**src/rtl/core/tile_ring_writer_with_clear_mask_top_assert.svh**
```systemverilog
// Assertion macros used by the tile ring writer back end.
// Included by files that check their own logic; no other dependencies.
`ifndef TILE_RING_WRITER_WITH_CLEAR_MASK_TOP_ASSERT_SVH
`define TILE_RING_WRITER_WITH_CLEAR_MASK_TOP_ASSERT_SVH
`ifndef SYNTHESIS
`define TRWCM_ASSERT_IMPLIES(lbl, clk, rst, ante, cons) \
   lbl: assert property (@(posedge clk) disable iff (rst) (ante) |-> (cons)) \
      else $error("trwcm assertion failed");
`define TRWCM_ASSERT_NEXT(lbl, clk, rst, ante, cons) \
   lbl: assert property (@(posedge clk) disable iff (rst) (ante) |=> (cons)) \
      else $error("trwcm assertion failed");
`else
`define TRWCM_ASSERT_IMPLIES(lbl, clk, rst, ante, cons)
`define TRWCM_ASSERT_NEXT(lbl, clk, rst, ante, cons)
`endif
`endif

```
**src/rtl/core/trwcm_pkg.sv**
```systemverilog
// Package for the tile ring writer: field widths, command and job codes,
// payload structs. No dependencies.
package trwcm_pkg;

   localparam int ADDR_W  = 16;
   localparam int COORD_W = 16;
   localparam int TILE_W  = 8;
   localparam int CMD_W   = 2;
   localparam int KEY_W   = 2 * COORD_W;
   localparam int CSR_W   = 32;
   localparam int PADDR_W = 2;
   localparam int JOB_W   = 3;

   localparam int RING_COLS_DEF      = 64;
   localparam int RING_ROWS_DEF      = 32;
   localparam int CLEAR_CAPACITY_DEF = 256;

   localparam logic [CMD_W-1:0] CMD_LOAD  = 2'd0;
   localparam logic [CMD_W-1:0] CMD_GAME  = 2'd1;
   localparam logic [CMD_W-1:0] CMD_CLEAR = 2'd2;

   // job kinds decided by the front end
   localparam logic [JOB_W-1:0] JOB_LOAD  = 3'd0;  // masked by table lookup
   localparam logic [JOB_W-1:0] JOB_WRITE = 3'd1;  // game write, nonzero tile
   localparam logic [JOB_W-1:0] JOB_MARK  = 3'd2;  // game write, zero tile
   localparam logic [JOB_W-1:0] JOB_CLEAR = 3'd3;
   localparam logic [JOB_W-1:0] JOB_NONE  = 3'd4;

   typedef struct packed {
      logic [CMD_W-1:0]   command;
      logic [COORD_W-1:0] world_x;
      logic [COORD_W-1:0] world_y;
      logic [TILE_W-1:0]  tile_in;
   } req_type;

   typedef struct packed {
      logic [ADDR_W-1:0] ring_address;
      logic [TILE_W-1:0] tile_out;
      logic              write_valid;
      logic              table_full;
   } rsp_type;

   typedef struct packed {
      logic [JOB_W-1:0]   kind;
      logic [COORD_W-1:0] world_x;
      logic [COORD_W-1:0] world_y;
      logic [TILE_W-1:0]  tile;
      logic [ADDR_W-1:0]  addr;
   } job_type;

endpackage

```
**src/rtl/core/trwcm_queue.sv**
```systemverilog
// Two-entry job queue between front and back end. Uses trwcm_pkg.
module trwcm_queue (
   input  logic               clock,
   input  logic               reset,
   input  logic               push_valid,
   output logic               push_ready,
   input  trwcm_pkg::job_type push_data,
   output logic               pop_valid,
   input  logic               pop_ready,
   output trwcm_pkg::job_type pop_data
);

   trwcm_pkg::job_type ent_ff [2];
   logic       wr_ptr_ff, rd_ptr_ff;
   logic [1:0] cnt_ff, cnt_in;
   logic       push_fire, pop_fire;

   assign push_ready = (cnt_ff != 2'd2);
   assign pop_valid  = (cnt_ff != 2'd0);
   assign pop_data   = ent_ff[rd_ptr_ff];
   assign push_fire  = push_valid && push_ready;
   assign pop_fire   = pop_valid && pop_ready;

   always_comb begin
      cnt_in = cnt_ff;
      if (push_fire && !pop_fire) begin
         cnt_in = cnt_ff + 2'd1;
      end else if (pop_fire && !push_fire) begin
         cnt_in = cnt_ff - 2'd1;
      end
   end

   always_ff @(posedge clock) begin
      if (reset) begin
         wr_ptr_ff <= 1'b0;
         rd_ptr_ff <= 1'b0;
         cnt_ff    <= '0;
      end else begin
         cnt_ff <= cnt_in;
         if (push_fire) begin
            wr_ptr_ff <= ~wr_ptr_ff;
         end
         if (pop_fire) begin
            rd_ptr_ff <= ~rd_ptr_ff;
         end
      end
      if (push_fire) begin
         ent_ff[wr_ptr_ff] <= push_data;
      end
   end

endmodule

```
**config.mk**
```make
export PLATFORM = sky130hd
export DESIGN_NAME = trwcm_queue
export DESIGN_NICKNAME = d
export VERILOG_FILES = /design/src/rtl/core/tile_ring_writer_with_clear_mask_top_assert.svh /design/src/rtl/core/trwcm_pkg.sv /design/src/rtl/core/trwcm_queue.sv
export SDC_FILE = /design/constraint.sdc
export NUM_CORES = 1
export LEC_CHECK = 0
export ABC_AREA = 1
export BUFFER_PORTS_ARGS = -buffer_cell sky130_fd_sc_hd__clkbuf_2
export CORE_MARGIN = 10
export CORE_UTILIZATION = 45
export CTS_BUF_LIST = sky130_fd_sc_hd__clkbuf_16
export DETAILED_ROUTE_END_ITERATION = 8
export PLACE_DENSITY = 0.7
export RECOVER_POWER = 100
export SLEW_MARGIN = 20
export SYNTH_ARGS = -nofsm -noshare
export SYNTH_HDL_FRONTEND = slang
export SYNTH_SLANG_ARGS = --single-unit
export TNS_END_PERCENT = 30
```
**constraint.sdc**
```tcl
create_clock -name clock -period 5.4 [get_ports clock]
set_input_delay 0 -clock clock [delete_from_list [all_inputs] [get_ports clock]]
set_output_delay 0 -clock clock [all_outputs]
set_load 0.01 [all_outputs]
```
==> After elaboration in Yosys (flattened, before gate mapping) <==
Memories as Yosys holds them, arrays and structs flattened. A register that Yosys moved wholly into a read port is not among the register bits.
Cells that the tools add are included.
{ "classes": {"eq_ne": 1, "n_reduce_logical": 8, "n_bitwise": 2, "addsub": 2, "muxes": 6} }
{ "op_table": {"columns": ["cell", "n"], "rows": [
  ["$logic_and A1 B1 Y1", 4],
  ["$mux W1", 4],
  ["$mux W2", 2],
  ["$reduce_bool A2 Y1", 2],
  ["$add A2 B1 Y2 const B", 1],
  ["$logic_not A1 Y1", 2],
  ["$ne A2 B2 Y1 const B", 1],
  ["$not A1 Y1", 2],
  ["$sub A2 B1 Y2 const B", 1]
]} }
{ "word_totals": {"ramBits": 118, "mem_count": 1, "output_inout_bits": 61, "ff_bits": 4, "word_cells": 23, "inputBits": 63} }
{ "memory_table": {"columns": ["name", "depth", "width", "rd", "rd_clocked_by_memory_dff", "wr", "line_no", "text"], "rows": [
  ["ent_ff", 2, 59, 1, 1, 1, "trwcm_queue.sv:13", "trwcm_pkg::job_type ent_ff [2];"]
]} }

==> Logic depth before layout (Yosys ltp) <==
{ "depth": {"word_depth": 6, "depth_mapped": 11, "ltp_nobuf": 11} }

==> Worst setup path after synthesis <==
OpenSTA, ideal clock, no wires.
{ "synth_path": {"path_type": "register to register", "startpoint": "register cnt_ff[0]", "endpoint": "memory ent_ff[0][0] (netlist bit), enable pin", "period_less_slack_ps": 3556, "slack_ps": 1844, "setup_time_ps": 476, "path_stages_with_launch": 5, "path_buffers": 0, "t_arrival_ps": 3080, "path_cell_list": "dfxtp_1 -> inv_1 -> nand2_1 -> nand2_1 -> nor2_1"} }
{ "synth_between": {"elab_chain_len": 4} }
{ "synth_rtl": {"columns": ["item", "line_no", "text"], "rows": [
  ["start: declaration", "trwcm_queue.sv:15", "logic [1:0] cnt_ff, cnt_in;"],
  ["start signal: assignment", "trwcm_queue.sv:39", "cnt_ff <= cnt_in;"],
  ["$ne A2 B2 Y1", "trwcm_queue.sv:18", "assign push_ready = (cnt_ff != 2'd2);"],
  ["net push_ready", "trwcm_queue.sv:6", "output logic push_ready,"],
  ["$logic_and A1 B1 Y1", "trwcm_queue.sv:21", "assign push_fire = push_valid && push_ready;"],
  ["$mux W1", "trwcm_queue.sv:47", "if (push_fire) begin"],
  ["$mux W1 (implied by the code)", "trwcm_queue.sv:48", "ent_ff[wr_ptr_ff] <= push_data;"],
  ["end: declaration", "trwcm_queue.sv:13", null]
]} }
The timed path passes the listed nets, and every way through them passes these cells.

==> Worst setup path after layout <==
{ "layout_path": {"startpoint": "register cnt_ff[0]", "endpoint": "memory ent_ff[0][24] (netlist bit), enable pin"} }
{ "layout_between": {"elab_chain_len": 4} }
{ "layout_rtl": {"columns": ["item", "line_no"], "rows": [
  ["$ne A2 B2 Y1", "trwcm_queue.sv:18"],
  ["$logic_and A1 B1 Y1", "trwcm_queue.sv:21"],
  ["$mux W1", "trwcm_queue.sv:47"],
  ["$mux W1 (implied by the code)", "trwcm_queue.sv:48"]
]} }
No other way between the ends.

==> metrics.yaml <==
run_status:
  outcome: "finished, violations left"
  violations: "hold timing, capacitance limit, slew limit"
sta:
  hold_viol: 1
  tns_ns: 0
  final.period_utilization_pct: 62.4
  fmax_mhz: 297
  tightest_slew_ns: 2.36
  rsz0062_at_grt: "false"
  drv_slew: 59
  hold_ws_ns: -0.0104
  fin_worst_skew_ns: 0.00853
  min_period_ns: 3.37
  setup_viol_count_final: 0
  relSlewSlack_pct: -57.6
worst_setup_path:
  critPathSlowestCell: "nor2_1"
  r2r-end: "ent_ff[0][24]$_DFFE_PP_"
  worstPathMaxFanout: 32
  crit_top_cell: "nand2_1"
  startpoint_type: "register"
  end_kind: "register"
  reg2regPathDepth: 5
  path_class: "reg2reg"
  critPathBufInv: 2
  r2r_setup_slack_ns: 2.03
  r2r-start: "cnt_ff[0]$_SDFFE_PP0P_"
  critPathTopFamily: "simple AND/OR/NAND/NOR gates"
  crit_arrival_ns: 3.42
  cp.required_ns: 5.45
  path_cells: "inv_1 > nand2_1 > nand2_1 > nor2_1 > buf_4"
  critPathMaxStageDelay_ns: 1.73
grt:
  grt.overflow.total: 0
  grt_pass1_vias: 2939
  grt_usage_pct: 13.2
  grt_max_degree: 60
  grt_antenna_before_repair: 0
  grt_pass1_wl_um: 14900
yosys:
  ys_seq_area_share_pct: 80.2
  postSynthAreaPerCell_um2: 20.6
  synth.top_cells.by_area: "edfxtp_1, mux2_2, mux2_4, dfxtp_1, nand2_1"
  ys_types: 15
  yosys_warnings: 0
  synth_top_cell_by_area: "edfxtp_1"
  netlist_area_mm2: 0.00454
  synth_fp_nets: 285
  synth_top_area_share_pct: 78.0
  synth-seq-cells: 123
  syn_inst: 221
clocking:
  path_clk_slew_ns: 0.06
  cts.repair.resized: 0
  postCtsSetupRepairBufs: 0
  clock_latency_ns: 0.40
  clockBufferDepth: 2
  cts_num_sinks: 123
  cts_root_buf: "clkbuf_16"
  tritoncts: "built"
  numCtsBuffers: 17
  htree_levels: 4
worst_hold_path:
  min_path_type: "in2reg"
  hold_path_depth: 4
  whs_endpoint: "wr_ptr_ff$_SDFFE_PP0P_"
  hp-start: "push_valid"
layout:
  stdcell_count: 566
  mostFrequentLayoutCell: "edfxtp_1"
  fillCellCount: 757
  diodes: 0
  nNetsFinal: 484
  fin_util_pct: 64.1
  syn2layout_area_growth_pct: 38.5
  final_cell_mix: "edfxtp_1, clkbuf_1, dlygate4sd3_1, mux2_2, clkbuf_2"
  drive_gt1_share_pct: 24.5
route:
  routed_via_density: 4.63
  wirelength_um: 9530
  ant_nets: 0
  drtIter0Drc: 133
  drcViolationCount: 0
  vias: 2623
  firstDrtPassIters: 5
  wl_per_cell_um: 16.8
floorplan:
  initial_core_util_pct: 46.3
  die_y_um: 120
  ios: 124
  die_w_um: 120
  dieArea_mm2: 0.0145
  rows: 36
  coreArea_mm2: 0.00982
place:
  gp_congestion: 0.720
  post-place-cells: 473
  io_buffers: 123
  dp_hpwl_um: 5960
flow_run:
  cap_violations: 2
power_and_ir_drop:
  ir_worst_vdd_mv: 0.294
  leakage_nw: 2.21
  p_per_area_mw_per_mm2: 452
[through the flow]
| stage | hold WS [ns] | setup slack, ns | power (mW) | instance area (µm²) |
|---|---|---|---|---|
| after floorplan | 0.0989 | 1.84 | 1.66 | 4540 |
| after global placement | 0.190 | 3.17 | 1.87 | 5310 |
| final | -0.0104 | 2.03 | 2.84 | 6290 |
| after CTS | 0.0897 | 3.12 | 2.93 | 6460 |
| after global routing | 0.0324 | 1.66 | 2.98 | 6290 |
| after detailed placement | 0.193 | 3.13 | 1.88 | 5310 |
[cell type report]
cell class                 count  area, µm²  share of cell area, %
sequential                   123       3640                   57.9
timing repair buffer         187       1130                   18.0
clock buffer                  17        425                   6.76
inverter                       8       30.0                  0.477
tap                          133        166                   2.64
multi-input combinational     83        777                   12.3
clock inverter                15        118                   1.87
[registers in the layout, summed over array words and instances, names as in the netlist, named ones only]
| signal | cells |
|---|---|
| ent_ff | 118 |
| cnt_ff | 2 |
| rd_ptr_ff | 1 |
| wr_ptr_ff | 1 |
[worst max-delay path by stage]
| stage | cells after the start | from | end | slack (ns) |
|---|---|---|---|---|
| floorplan | 4 | cnt_ff[0]$_SDFFE_PP0P_ | ent_ff[0][0]$_DFFE_PP_ | 1.84 |
| global placement | 5 | cnt_ff[0]$_SDFFE_PP0P_ | ent_ff[1][48]$_DFFE_PP_ | 3.17 |
| detailed placement | 5 | cnt_ff[0]$_SDFFE_PP0P_ | ent_ff[0][23]$_DFFE_PP_ | 3.13 |
| CTS | 5 | cnt_ff[0]$_SDFFE_PP0P_ | ent_ff[0][7]$_DFFE_PP_ | 3.12 |
| global route | 5 | cnt_ff[0]$_SDFFE_PP0P_ | ent_ff[1][54]$_DFFE_PP_ | 1.66 |
| finish | 5 | cnt_ff[0]$_SDFFE_PP0P_ | ent_ff[0][24]$_DFFE_PP_ | 2.03 |
[where the power goes]
part           internal [mW]  switching, mW  leakage (nW)  total (mW)
Sequential              1.21         0.0294          1.14        1.24
Combinational          0.244          0.349         0.816       0.593
Clock                  0.593          0.416         0.254        1.01
[cell usage after synthesis (all sizes together)]
| cell type | count |
|---|---|
| edfxtp | 118 |
| mux2 | 59 |
| nand2 | 9 |
| inv | 8 |
| buf | 7 |
| nor2 | 7 |
| dfxtp | 5 |
| a21oi | 2 |
| nand3 | 2 |
| o21ai | 2 |
| ha | 1 |
| nand4 | 1 |
[layer usage]
metal | part of all wire, % | track usage [%] | up-vias | wire, µm
li1 | - | - | 1254 | -
met5 | 0 | 0 | - | 0
met1 | 38 | 13.6 | 1285 | 3640
met3 | 5.9 | 5.77 | 6 | 563
met4 | 1.0 | 4.68 | 0 | 99
met2 | 55 | 23.5 | 78 | 5220
[cell families (layout without fill, tap and decap cells)]
group | after synthesis | in the layout | share of synthesized area [%]
AO/OA/AOI/OAI | 4 | 4 | 0.441
adder cells (fa/ha/maj) | 1 | 1 | 0.275
buffers and inverters | 15 | 227 | 1.93
flip-flops | 123 | 123 | 80.2
multiplexers | 59 | 59 | 15.5
AND/OR/NAND/NOR | 19 | 19 | 1.68
[worst reg2reg max path: cells and delay by family, from the launching register on]
family                 cells  cell delay [ns]
AND/OR/NAND/NOR            3             1.92
buffers and inverters      2             0.74
flip-flops                 1             0.34
[timing repair]
action,in CTS,in global routing
endpoints found under the hold margin,123,0
hold buffers,61,0
endpoints found under the setup margin,0,0
Power figures use the tool's default switching activity.
