$ cat config.mk
export PLATFORM = sky130hd
export DESIGN_NAME = trwcm_front
export DESIGN_NICKNAME = d
export VERILOG_FILES = /design/src/rtl/core/tile_ring_writer_with_clear_mask_top_assert.svh /design/src/rtl/core/trwcm_pkg.sv /design/src/rtl/core/trwcm_front.sv
export SDC_FILE = /design/constraint.sdc
export NUM_CORES = 1
export LEC_CHECK = 0
export BUFFER_PORTS_ARGS = -buffer_cell sky130_fd_sc_hd__buf_2
export CAP_MARGIN = 5
export CORE_UTILIZATION = 31
export CTS_BUF_LIST = sky130_fd_sc_hd__clkbuf_8 sky130_fd_sc_hd__clkbuf_16
export CTS_CLUSTER_DIAMETER = 200
export DETAILED_ROUTE_END_ITERATION = 8
export GPL_TIMING_DRIVEN = 0
export MAX_ROUTING_LAYER = met4
export PLACE_DENSITY_LB_ADDON = 0.05
export SLEW_MARGIN = 30
export SYNTH_ARGS = -nofsm -noshare
export SYNTH_HDL_FRONTEND = slang
export SYNTH_SLANG_ARGS = --single-unit
$ cat constraint.sdc
create_clock -name clock -period 3.15 [get_ports clock]
set_input_delay 0.315 -clock clock [delete_from_list [all_inputs] [get_ports clock]]
set_output_delay 0.315 -clock clock [all_outputs]
set_load 0.01 [all_outputs]
$ cat src/rtl/core/tile_ring_writer_with_clear_mask_top_assert.svh
// Assertion macros used by the tile ring writer back end.
// Included by files that check their own logic; no other dependencies.
`ifndef TILE_RING_WRITER_WITH_CLEAR_MASK_TOP_ASSERT_SVH
`define TILE_RING_WRITER_WITH_CLEAR_MASK_TOP_ASSERT_SVH
`ifndef SYNTHESIS
`define TRWCM_ASSERT_IMPLIES(lbl, clk, rst, ante, cons) \
   lbl: assert property (@(posedge clk) disable iff (rst) (ante) |-> (cons)) \
      else $error("trwcm assertion failed");
`define TRWCM_ASSERT_NEXT(lbl, clk, rst, ante, cons) \
   lbl: assert property (@(posedge clk) disable iff (rst) (ante) |=> (cons)) \
      else $error("trwcm assertion failed");
`else
`define TRWCM_ASSERT_IMPLIES(lbl, clk, rst, ante, cons)
`define TRWCM_ASSERT_NEXT(lbl, clk, rst, ante, cons)
`endif
`endif

$ cat src/rtl/core/trwcm_pkg.sv
// Package for the tile ring writer: field widths, command and job codes,
// payload structs. No dependencies.
package trwcm_pkg;

   localparam int ADDR_W  = 16;
   localparam int COORD_W = 16;
   localparam int TILE_W  = 8;
   localparam int CMD_W   = 2;
   localparam int KEY_W   = 2 * COORD_W;
   localparam int CSR_W   = 32;
   localparam int PADDR_W = 2;
   localparam int JOB_W   = 3;

   localparam int RING_COLS_DEF      = 64;
   localparam int RING_ROWS_DEF      = 32;
   localparam int CLEAR_CAPACITY_DEF = 256;

   localparam logic [CMD_W-1:0] CMD_LOAD  = 2'd0;
   localparam logic [CMD_W-1:0] CMD_GAME  = 2'd1;
   localparam logic [CMD_W-1:0] CMD_CLEAR = 2'd2;

   // job kinds decided by the front end
   localparam logic [JOB_W-1:0] JOB_LOAD  = 3'd0;  // masked by table lookup
   localparam logic [JOB_W-1:0] JOB_WRITE = 3'd1;  // game write, nonzero tile
   localparam logic [JOB_W-1:0] JOB_MARK  = 3'd2;  // game write, zero tile
   localparam logic [JOB_W-1:0] JOB_CLEAR = 3'd3;
   localparam logic [JOB_W-1:0] JOB_NONE  = 3'd4;

   typedef struct packed {
      logic [CMD_W-1:0]   command;
      logic [COORD_W-1:0] world_x;
      logic [COORD_W-1:0] world_y;
      logic [TILE_W-1:0]  tile_in;
   } req_type;

   typedef struct packed {
      logic [ADDR_W-1:0] ring_address;
      logic [TILE_W-1:0] tile_out;
      logic              write_valid;
      logic              table_full;
   } rsp_type;

   typedef struct packed {
      logic [JOB_W-1:0]   kind;
      logic [COORD_W-1:0] world_x;
      logic [COORD_W-1:0] world_y;
      logic [TILE_W-1:0]  tile;
      logic [ADDR_W-1:0]  addr;
   } job_type;

endpackage

$ cat src/rtl/core/trwcm_front.sv
// Front end: accepts requests, reduces x and y modulo the ring size by
// reciprocal multiplication, forms the ring address and classifies the job. Uses trwcm_pkg.
module trwcm_front #(
   parameter int RING_COLS = trwcm_pkg::RING_COLS_DEF,
   parameter int RING_ROWS = trwcm_pkg::RING_ROWS_DEF
) (
   input  logic                        clock,
   input  logic                        reset,
   input  logic                        req_valid,
   output logic                        req_ready,
   input  trwcm_pkg::req_type          req_data,
   input  logic [trwcm_pkg::ADDR_W-1:0] ring_base,
   output logic                        push_valid,
   input  logic                        push_ready,
   output trwcm_pkg::job_type          push_data
);

   localparam int AW      = trwcm_pkg::ADDR_W;
   localparam int CW      = trwcm_pkg::COORD_W;
   localparam int PW      = CW + 32;
   localparam int XRW     = $clog2(RING_COLS) + 1;
   localparam int YRW     = $clog2(RING_ROWS) + 1;
   localparam int JOB_W_L = trwcm_pkg::JOB_W;

   localparam logic [1:0] F_IDLE = 2'd0;
   localparam logic [1:0] F_QUO  = 2'd1;
   localparam logic [1:0] F_REM  = 2'd2;
   localparam logic [1:0] F_PUSH = 2'd3;

   // floor(2^32 / n): the quotient estimate is exact or one short
   localparam logic [31:0] RECIP_X = 32'((64'd1 << 32) / RING_COLS);
   localparam logic [31:0] RECIP_Y = 32'((64'd1 << 32) / RING_ROWS);

   localparam logic [CW-1:0] COLS_C = CW'(RING_COLS);
   localparam logic [CW-1:0] ROWS_C = CW'(RING_ROWS);
   localparam logic [AW-1:0] COLS_A = AW'(RING_COLS);

   logic [1:0]          state_ff, state_in;
   trwcm_pkg::req_type  hold_ff, hold_in;
   logic [CW-1:0]       xq_ff, xq_in, yq_ff, yq_in;
   logic [XRW-1:0]      xrem_ff, xrem_in;
   logic [YRW-1:0]      yrem_ff, yrem_in;
   logic [PW-1:0]       xprod, yprod;
   logic [CW-1:0]       xdiff, ydiff;
   logic [JOB_W_L-1:0]  kind;

   assign req_ready = (state_ff == F_IDLE);

   assign xprod = PW'(hold_ff.world_x) * PW'(RECIP_X);
   assign yprod = PW'(hold_ff.world_y) * PW'(RECIP_Y);

   // estimated remainder, below twice the divisor
   assign xdiff = hold_ff.world_x - xq_ff * COLS_C;
   assign ydiff = hold_ff.world_y - yq_ff * ROWS_C;

   always_comb begin
      priority if (hold_ff.command == trwcm_pkg::CMD_LOAD) begin
         kind = trwcm_pkg::JOB_LOAD;
      end else if (hold_ff.command == trwcm_pkg::CMD_GAME) begin
         kind = (hold_ff.tile_in == '0) ? trwcm_pkg::JOB_MARK : trwcm_pkg::JOB_WRITE;
      end else if (hold_ff.command == trwcm_pkg::CMD_CLEAR) begin
         kind = trwcm_pkg::JOB_CLEAR;
      end else begin
         kind = trwcm_pkg::JOB_NONE;
      end
   end

   always_comb begin
      push_data.kind    = kind;
      push_data.world_x = hold_ff.world_x;
      push_data.world_y = hold_ff.world_y;
      push_data.tile    = hold_ff.tile_in;
      push_data.addr    = ring_base + AW'(yrem_ff) * COLS_A + AW'(xrem_ff);
   end

   assign push_valid = (state_ff == F_PUSH);

   always_comb begin
      state_in = state_ff;
      hold_in  = hold_ff;
      xq_in    = xq_ff;
      yq_in    = yq_ff;
      xrem_in  = xrem_ff;
      yrem_in  = yrem_ff;
      unique case (state_ff)
         F_IDLE: begin
            if (req_valid) begin
               hold_in  = req_data;
               state_in = F_QUO;
            end
         end
         F_QUO: begin
            xq_in    = xprod[PW-1:32];
            yq_in    = yprod[PW-1:32];
            state_in = F_REM;
         end
         F_REM: begin
            xrem_in  = (xdiff >= COLS_C) ? XRW'(xdiff - COLS_C) : XRW'(xdiff);
            yrem_in  = (ydiff >= ROWS_C) ? YRW'(ydiff - ROWS_C) : YRW'(ydiff);
            state_in = F_PUSH;
         end
         F_PUSH: begin
            if (push_ready) begin
               state_in = F_IDLE;
            end
         end
         default: begin
            state_in = F_IDLE;
         end
      endcase
   end

   always_ff @(posedge clock) begin
      if (reset) begin
         state_ff <= F_IDLE;
      end else begin
         state_ff <= state_in;
      end
      hold_ff <= hold_in;
      xq_ff   <= xq_in;
      yq_ff   <= yq_in;
      xrem_ff <= xrem_in;
      yrem_ff <= yrem_in;
   end

endmodule

; Yosys cells after proc, flatten, opt, wreduce, memory -nomap -nowiden
; Cells that the tools add are included.
[totals]
output_inout_bits = 61
input_bits = 62
regBits = 78
elab_cells = 38
[op_classes]
n_reduce_logical = 5
addsub = 6
n_eq_ne = 7
n_lt_le_gt_ge = 2
n_mux = 9
[op_table]
columns = operator, count
row1 = $sub 16x16->16, 2
row2 = $add 16x12->16, 1
row3 = $add 16x7->16, 1
row4 = $ge 16x6->1 const B, 1
row5 = $ge 16x7->1 const B, 1
row6 = $mux 3, 3
row7 = $logic_not 8->1, 1
row8 = $pmux 2 s4, 1
row9 = $mux 7, 1
row10 = $sub 7x7->7 const B, 1
row11 = $eq 2x2->1 const B, 3
row12 = $mux 2, 3
row13 = $mux 6, 1
row14 = $sub 6x6->6 const B, 1
row15 = $eq 2x1->1 const B, 2
row16 = $logic_not 2->1, 2
row17 = $reduce_and 2->1, 2
row18 = $ne 2x1->1 const B, 1
row19 = $ne 2x2->1 const B, 1

; Longest topological paths before layout
; Gate-level depths: netlist (run 1).
[depth]
ltp_word = 4
ltp_mapped = 10
mapped_depth_nobuf = 10

; Worst setup path after synthesis (run 1)
; Ideal clock, no wire load.
[synth_path]
path_kind = register -> register
startpoint = reg hold_ff (netlist bit push_data[46])
endpoint = reg xrem_ff[6] (data pin)
setup_time_ns = 0.259
t_required_ns = 2.891
path_stages_with_launch = 11
period_less_slack_ns = 2.698
setup_slack_ns = 0.452
t_arrival_ns = 2.439
cell_sequence = edfxtp_1 > inv_1 > ha_1 > inv_1 > fa_1 > a21o_1 > a221o_1 > a21o_1 > a21oi_2 > mux2_1 > o31a_1
[synth_via]
elab_chain_len = 3
elab_cells_between_ends = 4
[synth_lines]
columns = item, line_no
row1 = "start, declared", trwcm_front.sv:39  ; trwcm_pkg::req_type hold_ff, hold_in;
row2 = "start signal, assigned", trwcm_front.sv:119  ; hold_ff <= hold_in;
row3 = $sub 16x16->16 *, trwcm_front.sv:53  ; assign xdiff = hold_ff.world_x - xq_ff * COLS_C;
row4 = $ge 16x7->1 or $sub 7x7->7 (tied branches), trwcm_front.sv:98  ; xrem_in = (xdiff >= COLS_C) ? XRW'(xdiff - COLS_C) : XRW'(xdiff);
row5 = $mux 7 *, trwcm_front.sv:98
row6 = "end signal, assigned", trwcm_front.sv:122  ; xrem_ff <= xrem_in;
row7 = "end, declared", trwcm_front.sv:41  ; logic [XRW-1:0] xrem_ff, xrem_in;
; Mark *: on every way between the ends. The rest lies on a longest branch, timed or not.
; A chain may end at the register's enable or synchronous reset.

==> results of run 1 <==
[power groups by stage]
| stage | registers, mW | logic, mW | clock network [mW] |
|---|---|---|---|
| finish | 1.69 | 2.54 | 1.08 |
| global route | 1.74 | 2.87 | 1.15 |
| CTS | 1.70 | 2.55 | 1.11 |
| detailed placement | 1.72 | 2.44 | 0 |
| global placement | 1.72 | 2.43 | 0 |
| floorplan | 1.68 | 1.79 | 0 |
[synthesized netlist by cell type, types with 6 or more instances]
cell	instances	area share
edfxtp_1	76	0.50
ha_1	46	0.13
buf_4	40	0.066
inv_1	34	0.028
a21oi_1	19	0.021
nor2_1	19	0.016
nand2_1	15	0.012
a21o_1	13	0.021
xnor2_1	12	0.023
nor3_1	9	0.0098
nand2b_1	6	0.0082
nand3_1	6	0.0066
o21ai_0	6	0.0066
[what timing repair did]
| action | in CTS | in global routing |
|---|---|---|
| setup buffers | 5 | 0 |
| gates resized for setup | 7 | 5 |
| pin swaps | 6 | 11 |
| endpoints found under the setup margin | 3 | 5 |
[registers in the layout, indices dropped and copies added, names as in the netlist]
signal	count
push_data	40
yq_ff	11
xq_ff	10
xrem_ff	7
yrem_ff	6
hold_ff	2
state_ff	2
[layout make-up]
| type | instances | share of cell area |
|---|---|---|
| inverters | 34 | 0.0218 |
| clock buffers | 9 | 0.0385 |
| clock inverters | 6 | 0.0135 |
| multi-input cells | 231 | 0.326 |
| repair buffers | 127 | 0.111 |
| plain buffers | 42 | 0.0527 |
| well taps | 184 | 0.0394 |
| flip-flops and latches | 78 | 0.397 |
[cells by family (layout without fill, tap and decap cells)]
family | after synthesis | after routing
muxes | 4 | 4
xor gates and xnor gates | 16 | 16
DFF | 78 | 78
buffers and inverters | 76 | 218
AOI/OAI and AO/OA | 79 | 79
and+or+nand+nor | 82 | 82
adders and majority gates | 50 | 50
[per-stage QoR]
step	total power, mW	std cells	area [um^2]	hold WS (ns)
final	5.32	711	5850	0.148
after global routing	5.76	711	5850	0.127
after CTS	5.36	711	5810	0.126
after detailed placement	4.16	691	5430	0.439
after global placement	4.15	691	5420	0.433
after floorplan	3.47	385	4580	0.387
[metal layers]
| metal | GRT usage | wire [um] |
|---|---|---|
| met1 | 0.167 | 4550 |
| met2 | 0.183 | 3850 |
| met3 | 0.0268 | 506 |
| met4 | 0.0745 | 202 |
| met5 | - | 0 |
[path summary, 6_finish.rpt]
check           startpoint             to  slack, ns  depth (start not counted)
max reg2reg  push_data[46]     xrem_ff[6]       0.16                         10
min           req_data[37]  push_data[53]       0.15                          1
min reg2reg  push_data[24]     yrem_ff[0]       0.45                          0
max             xrem_ff[1]  push_data[15]       0.09                         10
==> results.json, run 1 <==
{
  "outcome": "finished clean",
  "comb_power_share": 0.478,
  "rows": 44,
  "overflow": 0,
  "ctsHoldBuffers": 0,
  "fin_crit_sh": 0.971,
  "core_area_um2": 14500,
  "crit_path_cell_trace": "ha_4 > ha_4 > fa_2 > a21o_1 > a21oi_4 > o21ai_2 > a311o_1 > nand3_1 > xnor2_1 > buf_2",
  "synth_edf_count": 76,
  "path_class": "reg2out",
  "synth.distinct_cells": 56,
  "clock.fmax_ghz": 0.327,
  "slowest_stage": "edfxtp_1",
  "cts_root_buffer": "clkbuf_16",
  "first_global_vias": 2998,
  "drtIter0Drc": 140,
  "synth-compound-area-share": 0.122,
  "cp.required_ns": 2.83,
  "critPathMaxStageDelay_ns": 0.42,
  "routed_wl_mm": 9.10,
  "layout_min_cycle_time_ns": 3.06,
  "cpLargestDelayFamily": "compound AO/OA/AOI/OAI gates",
  "tns_ns": 0,
  "maxSlewHeadroom": 0.589,
  "num_vias": 3217,
  "syn_area_per_cell_um2": 11.9,
  "nNetsFinal": 635,
  "worstMarginPinSlew_ns": 0.617,
  "synth_mux_area_frac": 0.00902,
  "fin_ws_ns": 0.0903,
  "synth_top_family_by_area": "adder cells",
  "numPortBuffers": 122,
  "antenna_found_initial": 0,
  "synth_fp_nets": 497,
  "layout_commonest_cell": "buf_2",
  "yosys.area_share.simple": 0.0926,
  "grt_max_degree": 43,
  "place_ws_ns": 0.0395,
  "cts_buffers": 9,
  "start_kind": "register",
  "fillers": 1443,
  "htree_num_levels": 3,
  "drtPass1Iterations": 4,
  "power.switching_mw": 1.91,
  "regArea_um2": 2320,
  "leakage_nw": 2.58,
  "dieArea_um2": 15300,
  "power_frac_clock": 0.203,
  "fp.dieH_um": 124,
  "diodes": 0,
  "most-common-layout-cells": "buf_2 (122), edfxtp_1 (76), buf_4 (45), ha_1 (41), inv_1 (35)",
  "maxCapViolCount": 0,
  "syn-cell-area_um2": 4580,
  "hpwl_mm": 6.81,
  "path_buf_inv": 1,
  "power_density_nw_per_um2": 909,
  "wl_per_cell_um": 12.8,
  "gp_congestion": 0.867,
  "rsz0062_at_grt": "yes",
  "ir_drop_mv": 0.428,
  "synth_flop_cell": "edfxtp_1",
  "synth_cells": 385,
  "synth_adder_area_share": 0.143,
  "setup_viol": 0,
  "ys_warn_count": 0,
  "die_w_um": 124,
  "ant_nets": 0,
  "p_seq_frac": 0.319,
  "cts.sinks": 78,
  "initial_core_util": 0.316,
  "power.internal_mw": 3.40,
  "cts_buffer_depth": 2,
  "postLayoutCoreUtil": 0.404,
  "area_delta_synth_final_pct": 27.7,
  "fin_skew_ns": 0.00820,
  "worstPathMaxFanout": 2,
  "ys_seq_area_frac": 0.507,
  "path_clk_slew_ns": 0.06,
  "hold_viol": 0,
  "switching_share": 0.360,
  "grt_pass1_wl_mm": 14.1,
  "drc_errors": 0,
  "pin_count": 123,
  "worstPathArrival_ns": 2.74,
  "end_kind": "primary output",
  "synth-xor-area-share": 0.0306,
  "hp-class": "in2reg",
  "grt_use_total": 0.128,
  "cts_tree": "yes",
  "slew_violations": 0,
  "multiInputGateArea_um2": 1910,
  "crit_top_cell": "ha_4",
  "drive_above_1_share": 0.368,
  "async_flop_share": 0,
  "ys_seq_elements": 78,
  "worstSkewPairLatency_ns": 0.34,
  "viasPerCell": 4.52
}
Power figures use the tool's default switching activity.
==> run 2: changes to the inputs <==
--- a/config.mk
+++ b/config.mk
@@ -13,7 +13,7 @@
 export DETAILED_ROUTE_END_ITERATION = 8
 export GPL_TIMING_DRIVEN = 0
 export MAX_ROUTING_LAYER = met4
-export PLACE_DENSITY_LB_ADDON = 0.05
+export PLACE_DENSITY = 0.63
 export SLEW_MARGIN = 30
 export SYNTH_ARGS = -nofsm -noshare
 export SYNTH_HDL_FRONTEND = slang
==> results.json, run 2 (synthesized netlist as in run 1, its figures left out) <==
{
  "outcome": "finished clean",
  "worstPathArrival_ns": 2.76,
  "layout_commonest_cell": "buf_2",
  "antenna_found_initial": 0,
  "worst-path-stages": 9,
  "rsz0062_at_grt": "yes",
  "gp_congestion": 0.840,
  "whs_ns": 0.143,
  "fp.dieH_um": 124,
  "initial_core_util": 0.316,
  "power.total_mw": 5.46,
  "comb_power_share": 0.467,
  "num_vias": 3311,
  "slew_violations": 0,
  "maxSlewHeadroom": 0.589,
  "rows": 44,
  "critPathLaunch": "xrem_ff[6]",
  "start_kind": "register",
  "first_global_vias": 3198,
  "drtPass1Iterations": 4,
  "reg2reg_depth": 10,
  "grt_use_total": 0.131,
  "core_area_um2": 14500,
  "cpLargestDelayFamily": "adder cells",
  "hold_viol": 0,
  "leakage_nw": 2.61,
  "grtUsageMet1": 0.155,
  "clock.fmax_ghz": 0.325,
  "grt_pass1_wl_mm": 14.6,
  "path_clk_slew_ns": 0.07,
  "tns_ns": 0,
  "most-common-layout-cells": "buf_2 (122), edfxtp_1 (76), buf_4 (46), ha_1 (43), inv_1 (35)",
  "drive_above_1_share": 0.369,
  "switching_share": 0.360,
  "hpwl_mm": 6.93,
  "path_buf_inv": 1,
  "ant_nets": 0,
  "dpl_cell_area_um2": 5430,
  "cts_buffers": 9,
  "drtIter0Drc": 126,
  "cts_root_buffer": "clkbuf_16",
  "power.internal_mw": 3.49,
  "critPathMaxStageDelay_ns": 0.58,
  "ctsHoldBuffers": 0,
  "ir_drop_mv": 0.329,
  "drc_errors": 0,
  "maxCapViolCount": 0,
  "postLayoutCoreUtil": 0.405,
  "wl_per_cell_um": 13.1,
  "power_density_nw_per_um2": 930,
  "numPortBuffers": 122,
  "setup_viol": 0,
  "crit_path_cell_trace": "fa_2 > ha_4 > and3_4 > a221oi_2 > o21ai_2 > a311o_1 > nand3_1 > xnor2_1 > buf_2",
  "diodes": 0,
  "r2r_start": "push_data[46]",
  "cts.sinks": 78,
  "viasPerCell": 4.64,
  "overflow": 0,
  "cts_buffer_depth": 2,
  "layout_min_cycle_time_ns": 3.07,
  "cts_tree": "yes",
  "worstSkewPairLatency_ns": 0.34,
  "largest_register_ffs": 40,
  "grt.met2_usage": 0.207,
  "slowest_stage": "fa_2",
  "grt_max_degree": 43,
  "pin_count": 123,
  "grt_util_met3": 0.0374,
  "htree_num_levels": 3,
  "hp-class": "in2reg",
  "power_frac_clock": 0.222,
  "area_delta_synth_final_pct": 28.1,
  "p_seq_frac": 0.311,
  "final_area_um2": 5870,
  "end_kind": "primary output",
  "routed_wl_mm": 9.33,
  "power.switching_mw": 1.96,
  "fin_crit_sh": 0.976,
  "worstPathMaxFanout": 3,
  "cp.required_ns": 2.83,
  "worstMarginPinSlew_ns": 0.616,
  "fin_skew_ns": 0.0104,
  "critPathCapture": "push_data[15]",
  "grt.busiest_layer": "met2",
  "die_w_um": 124,
  "path_class": "reg2out",
  "rrSetupSlack_ns": 0.20,
  "nNetsFinal": 636,
  "r2r_end": "xrem_ff[6]",
  "dieArea_um2": 15300
}
-- run 2: changes by cell type in the layout (fill, tap and decap cells not counted), sizes merged --
cell | before | now
clkinv | 2 | 0
bufinv | 2 | 3
buf | 167 | 168
inv | 35 | 37
-- run 2: cell type report --
| class | instances | area, um^2 |
|---|---|---|
| Buffer | 42 | 308 |
| Clock buffer | 9 | 225 |
| Clock inverter | 7 | 121 |
| Fill cell | 1439 | 8610 |
| Inverter | 34 | 128 |
| Multi-Input combinational cell | 231 | 1880 |
| Sequential cell | 78 | 2320 |
| Tap cell | 184 | 230 |
| Timing Repair Buffer | 128 | 656 |
-- run 2: timing repair --
| action | CTS | global route |
|---|---|---|
| cloned | 0 | 0 |
| buffers inserted | 4 | 2 |
| pin swaps | 6 | 6 |
| endpoints found under the setup margin | 3 | 3 |
| resized for setup | 8 | 1 |
-- run 2: worst min path at each step --
stage                     slack (ns)  cells after the start           from             to
final                           0.14                      1   req_data[19]  push_data[35]
after global routing            0.13                      1   req_data[25]  push_data[41]
after CTS                       0.13                      1   req_data[37]  push_data[53]
after detailed placement        0.44                      0  push_data[28]     yrem_ff[4]
after global placement          0.44                      0  push_data[26]     yrem_ff[2]
after floorplan                 0.39                      1          reset    state_ff[1]
-- run 2: power by group through the flow --
stage	logic [mW]	clock network (mW)	registers [mW]
3_5_place_dp	2.45	0	1.72
3_3_place_gp	2.42	0	1.72
4_1_cts	2.54	1.25	1.70
5_1_grt	2.86	1.28	1.74
2_1_floorplan	1.79	0	1.68
6_report	2.55	1.21	1.70
-- run 2: metal layers --
layer	up-vias	routed length [um]
li1	1667	-
met1	1521	4260
met2	112	4290
met3	11	617
met4	0	156
met5	-	0
-- run 2: metrics by stage --
step | setup WS (ns) | cells
after global placement | 0.0957 | 691
final | 0.0757 | 713
after global routing | -0.0529 | 713
after floorplan | 0.452 | 385
after CTS | 0.00633 | 711
after detailed placement | 0.0722 | 691
==> run 3: changes to the inputs <==
--- a/config.mk
+++ b/config.mk
@@ -9,11 +9,10 @@
 export CAP_MARGIN = 5
 export CORE_UTILIZATION = 31
 export CTS_BUF_LIST = sky130_fd_sc_hd__clkbuf_8 sky130_fd_sc_hd__clkbuf_16
-export CTS_CLUSTER_DIAMETER = 200
+export CTS_CLUSTER_DIAMETER = 80
 export DETAILED_ROUTE_END_ITERATION = 8
 export GPL_TIMING_DRIVEN = 0
 export MAX_ROUTING_LAYER = met4
-export PLACE_DENSITY = 0.63
 export SLEW_MARGIN = 30
 export SYNTH_ARGS = -nofsm -noshare
 export SYNTH_HDL_FRONTEND = slang
==> results.json, run 3 (synthesized netlist as in run 1, its figures left out) <==
{
  "r2r_end": "xrem_ff[6]",
  "core_area_um2": 14500,
  "reg2reg_depth": 10,
  "antenna_found_initial": 0,
  "hold_viol": 0,
  "nNetsFinal": 633,
  "viasPerCell": 4.68,
  "critPathLaunch": "yrem_ff[0]",
  "cts_buffers": 9,
  "htree_num_levels": 3,
  "critPathMaxStageDelay_ns": 0.61,
  "hpwl_mm": 6.71,
  "worstPathArrival_ns": 2.82,
  "fp.dieH_um": 124,
  "worst-path-stages": 9,
  "worstMarginPinSlew_ns": 0.607,
  "layout_commonest_cell": "buf_2",
  "fin_skew_ns": 0.00609,
  "power_density_nw_per_um2": 892,
  "worstSkewPairLatency_ns": 0.33,
  "routed_wl_mm": 9.22,
  "postLayoutCoreUtil": 0.399,
  "num_vias": 3321,
  "path_clk_slew_ns": 0.06,
  "fin_ws_ns": 0.0188,
  "instances_no_fill": 709,
  "area_delta_synth_final_pct": 26.3,
  "rrSetupSlack_ns": 0.17,
  "place_ws_ns": 0.0585,
  "drc_errors": 0,
  "critPathCapture": "push_data[15]",
  "path_buf_inv": 1,
  "layout_min_cycle_time_ns": 3.13,
  "grt_use_total": 0.128,
  "hp-class": "in2reg",
  "first_global_vias": 3128,
  "whs_ns": 0.155,
  "overflow": 0,
  "cts_root_buffer": "clkbuf_16",
  "diodes": 0,
  "rows": 44,
  "ir_drop_mv": 0.334,
  "rsz0062_at_grt": "yes",
  "fillers": 1413,
  "outcome": "finished clean",
  "end_kind": "primary output",
  "grt_max_degree": 43,
  "hp-start": "req_data[21]",
  "maxCapViolCount": 0,
  "cpLargestDelayFamily": "adder cells",
  "die_w_um": 124,
  "crit_path_cell_trace": "fa_2 > ha_4 > and3_4 > a221oi_4 > o21ai_2 > a311o_1 > nand3_2 > xnor2_2 > buf_2",
  "largest_register_ffs": 40,
  "start_kind": "register",
  "dieArea_um2": 15300,
  "cts_tree": "yes",
  "ant_nets": 0,
  "setup_viol": 0,
  "worstPathMaxFanout": 4,
  "drtPass1Iterations": 4,
  "most-common-layout-cells": "buf_2 (122), edfxtp_1 (76), ha_1 (43), buf_4 (43), inv_1 (34)",
  "wl_per_cell_um": 13.0,
  "cts.sinks": 78,
  "grt_pass1_wl_mm": 14.5,
  "initial_core_util": 0.316,
  "clock.fmax_ghz": 0.319,
  "slowest_stage": "fa_2",
  "r2r_start": "push_data[46]",
  "dp_cells": 691,
  "slew_violations": 0,
  "fin_crit_sh": 0.994,
  "gp_congestion": 0.853,
  "numPortBuffers": 122,
  "leakage_nw": 2.56,
  "cp.required_ns": 2.83,
  "pin_count": 123,
  "drtIter0Drc": 98,
  "drive_above_1_share": 0.368,
  "maxSlewHeadroom": 0.596,
  "cts_buffer_depth": 2,
  "path_class": "reg2out"
}
## run 3: cell types whose count changed in the layout (fill, tap and decap cells not counted), sizes merged
cell,previous run,this run
bufinv,3,0
inv,37,34
clkinv,0,5
buf,168,165
## run 3: final cells by class
cell class	count	area, um^2	share of cell area
clock buffers	9	225	0.0390
well taps	184	230	0.0398
clock inverters	6	30.0	0.00519
flip-flops and latches	78	2320	0.402
multi-input cells	231	1910	0.330
plain buffers	42	308	0.0532
inverters	34	128	0.0221
repair buffers	125	633	0.109
## run 3: routing by layer
metal | part of all wire | GRT usage | vias up
met2 | 0.46 | 0.203 | 126
met4 | 0.015 | 0.0489 | 0
li1 | - | - | 1658
met1 | 0.45 | 0.156 | 1525
met5 | 0 | - | -
met3 | 0.074 | 0.0351 | 12
## run 3: worst min path at each step
stage	end	cells after the start
2_1_floorplan	state_ff[1]	1
3_3_place_gp	yrem_ff[3]	0
3_5_place_dp	xrem_ff[2]	0
4_1_cts	push_data[33]	1
5_1_grt	push_data[33]	1
6_report	push_data[37]	1
## run 3: timing repair
| item | CTS | global route |
|---|---|---|
| buffers inserted | 2 | 1 |
| hold buffers | 0 | 0 |
| setup endpoints to repair | 3 | 4 |
| hold endpoints to repair | 0 | 0 |
| pin swaps | 6 | 5 |
| gates cloned | 0 | 0 |
| resized for setup | 9 | 5 |
## run 3: power by group
part / internal (mW) / switching [mW] / leakage, nW
registers: 1.55 / 0.143 / 0.730
clock network: 0.518 / 0.387 / 0.126
logic: 1.16 / 1.40 / 1.70
## run 3: metrics by stage
| step | total power [mW] | area (um^2) | setup TNS [ns] |
|---|---|---|---|
| after global placement | 4.11 | 5420 | 0 |
| final | 5.16 | 5780 | 0 |
| after global routing | 5.58 | 5780 | -0.0715 |
| after CTS | 5.16 | 5750 | 0 |
| after floorplan | 3.47 | 4580 | 0 |
| after detailed placement | 4.15 | 5430 | 0 |
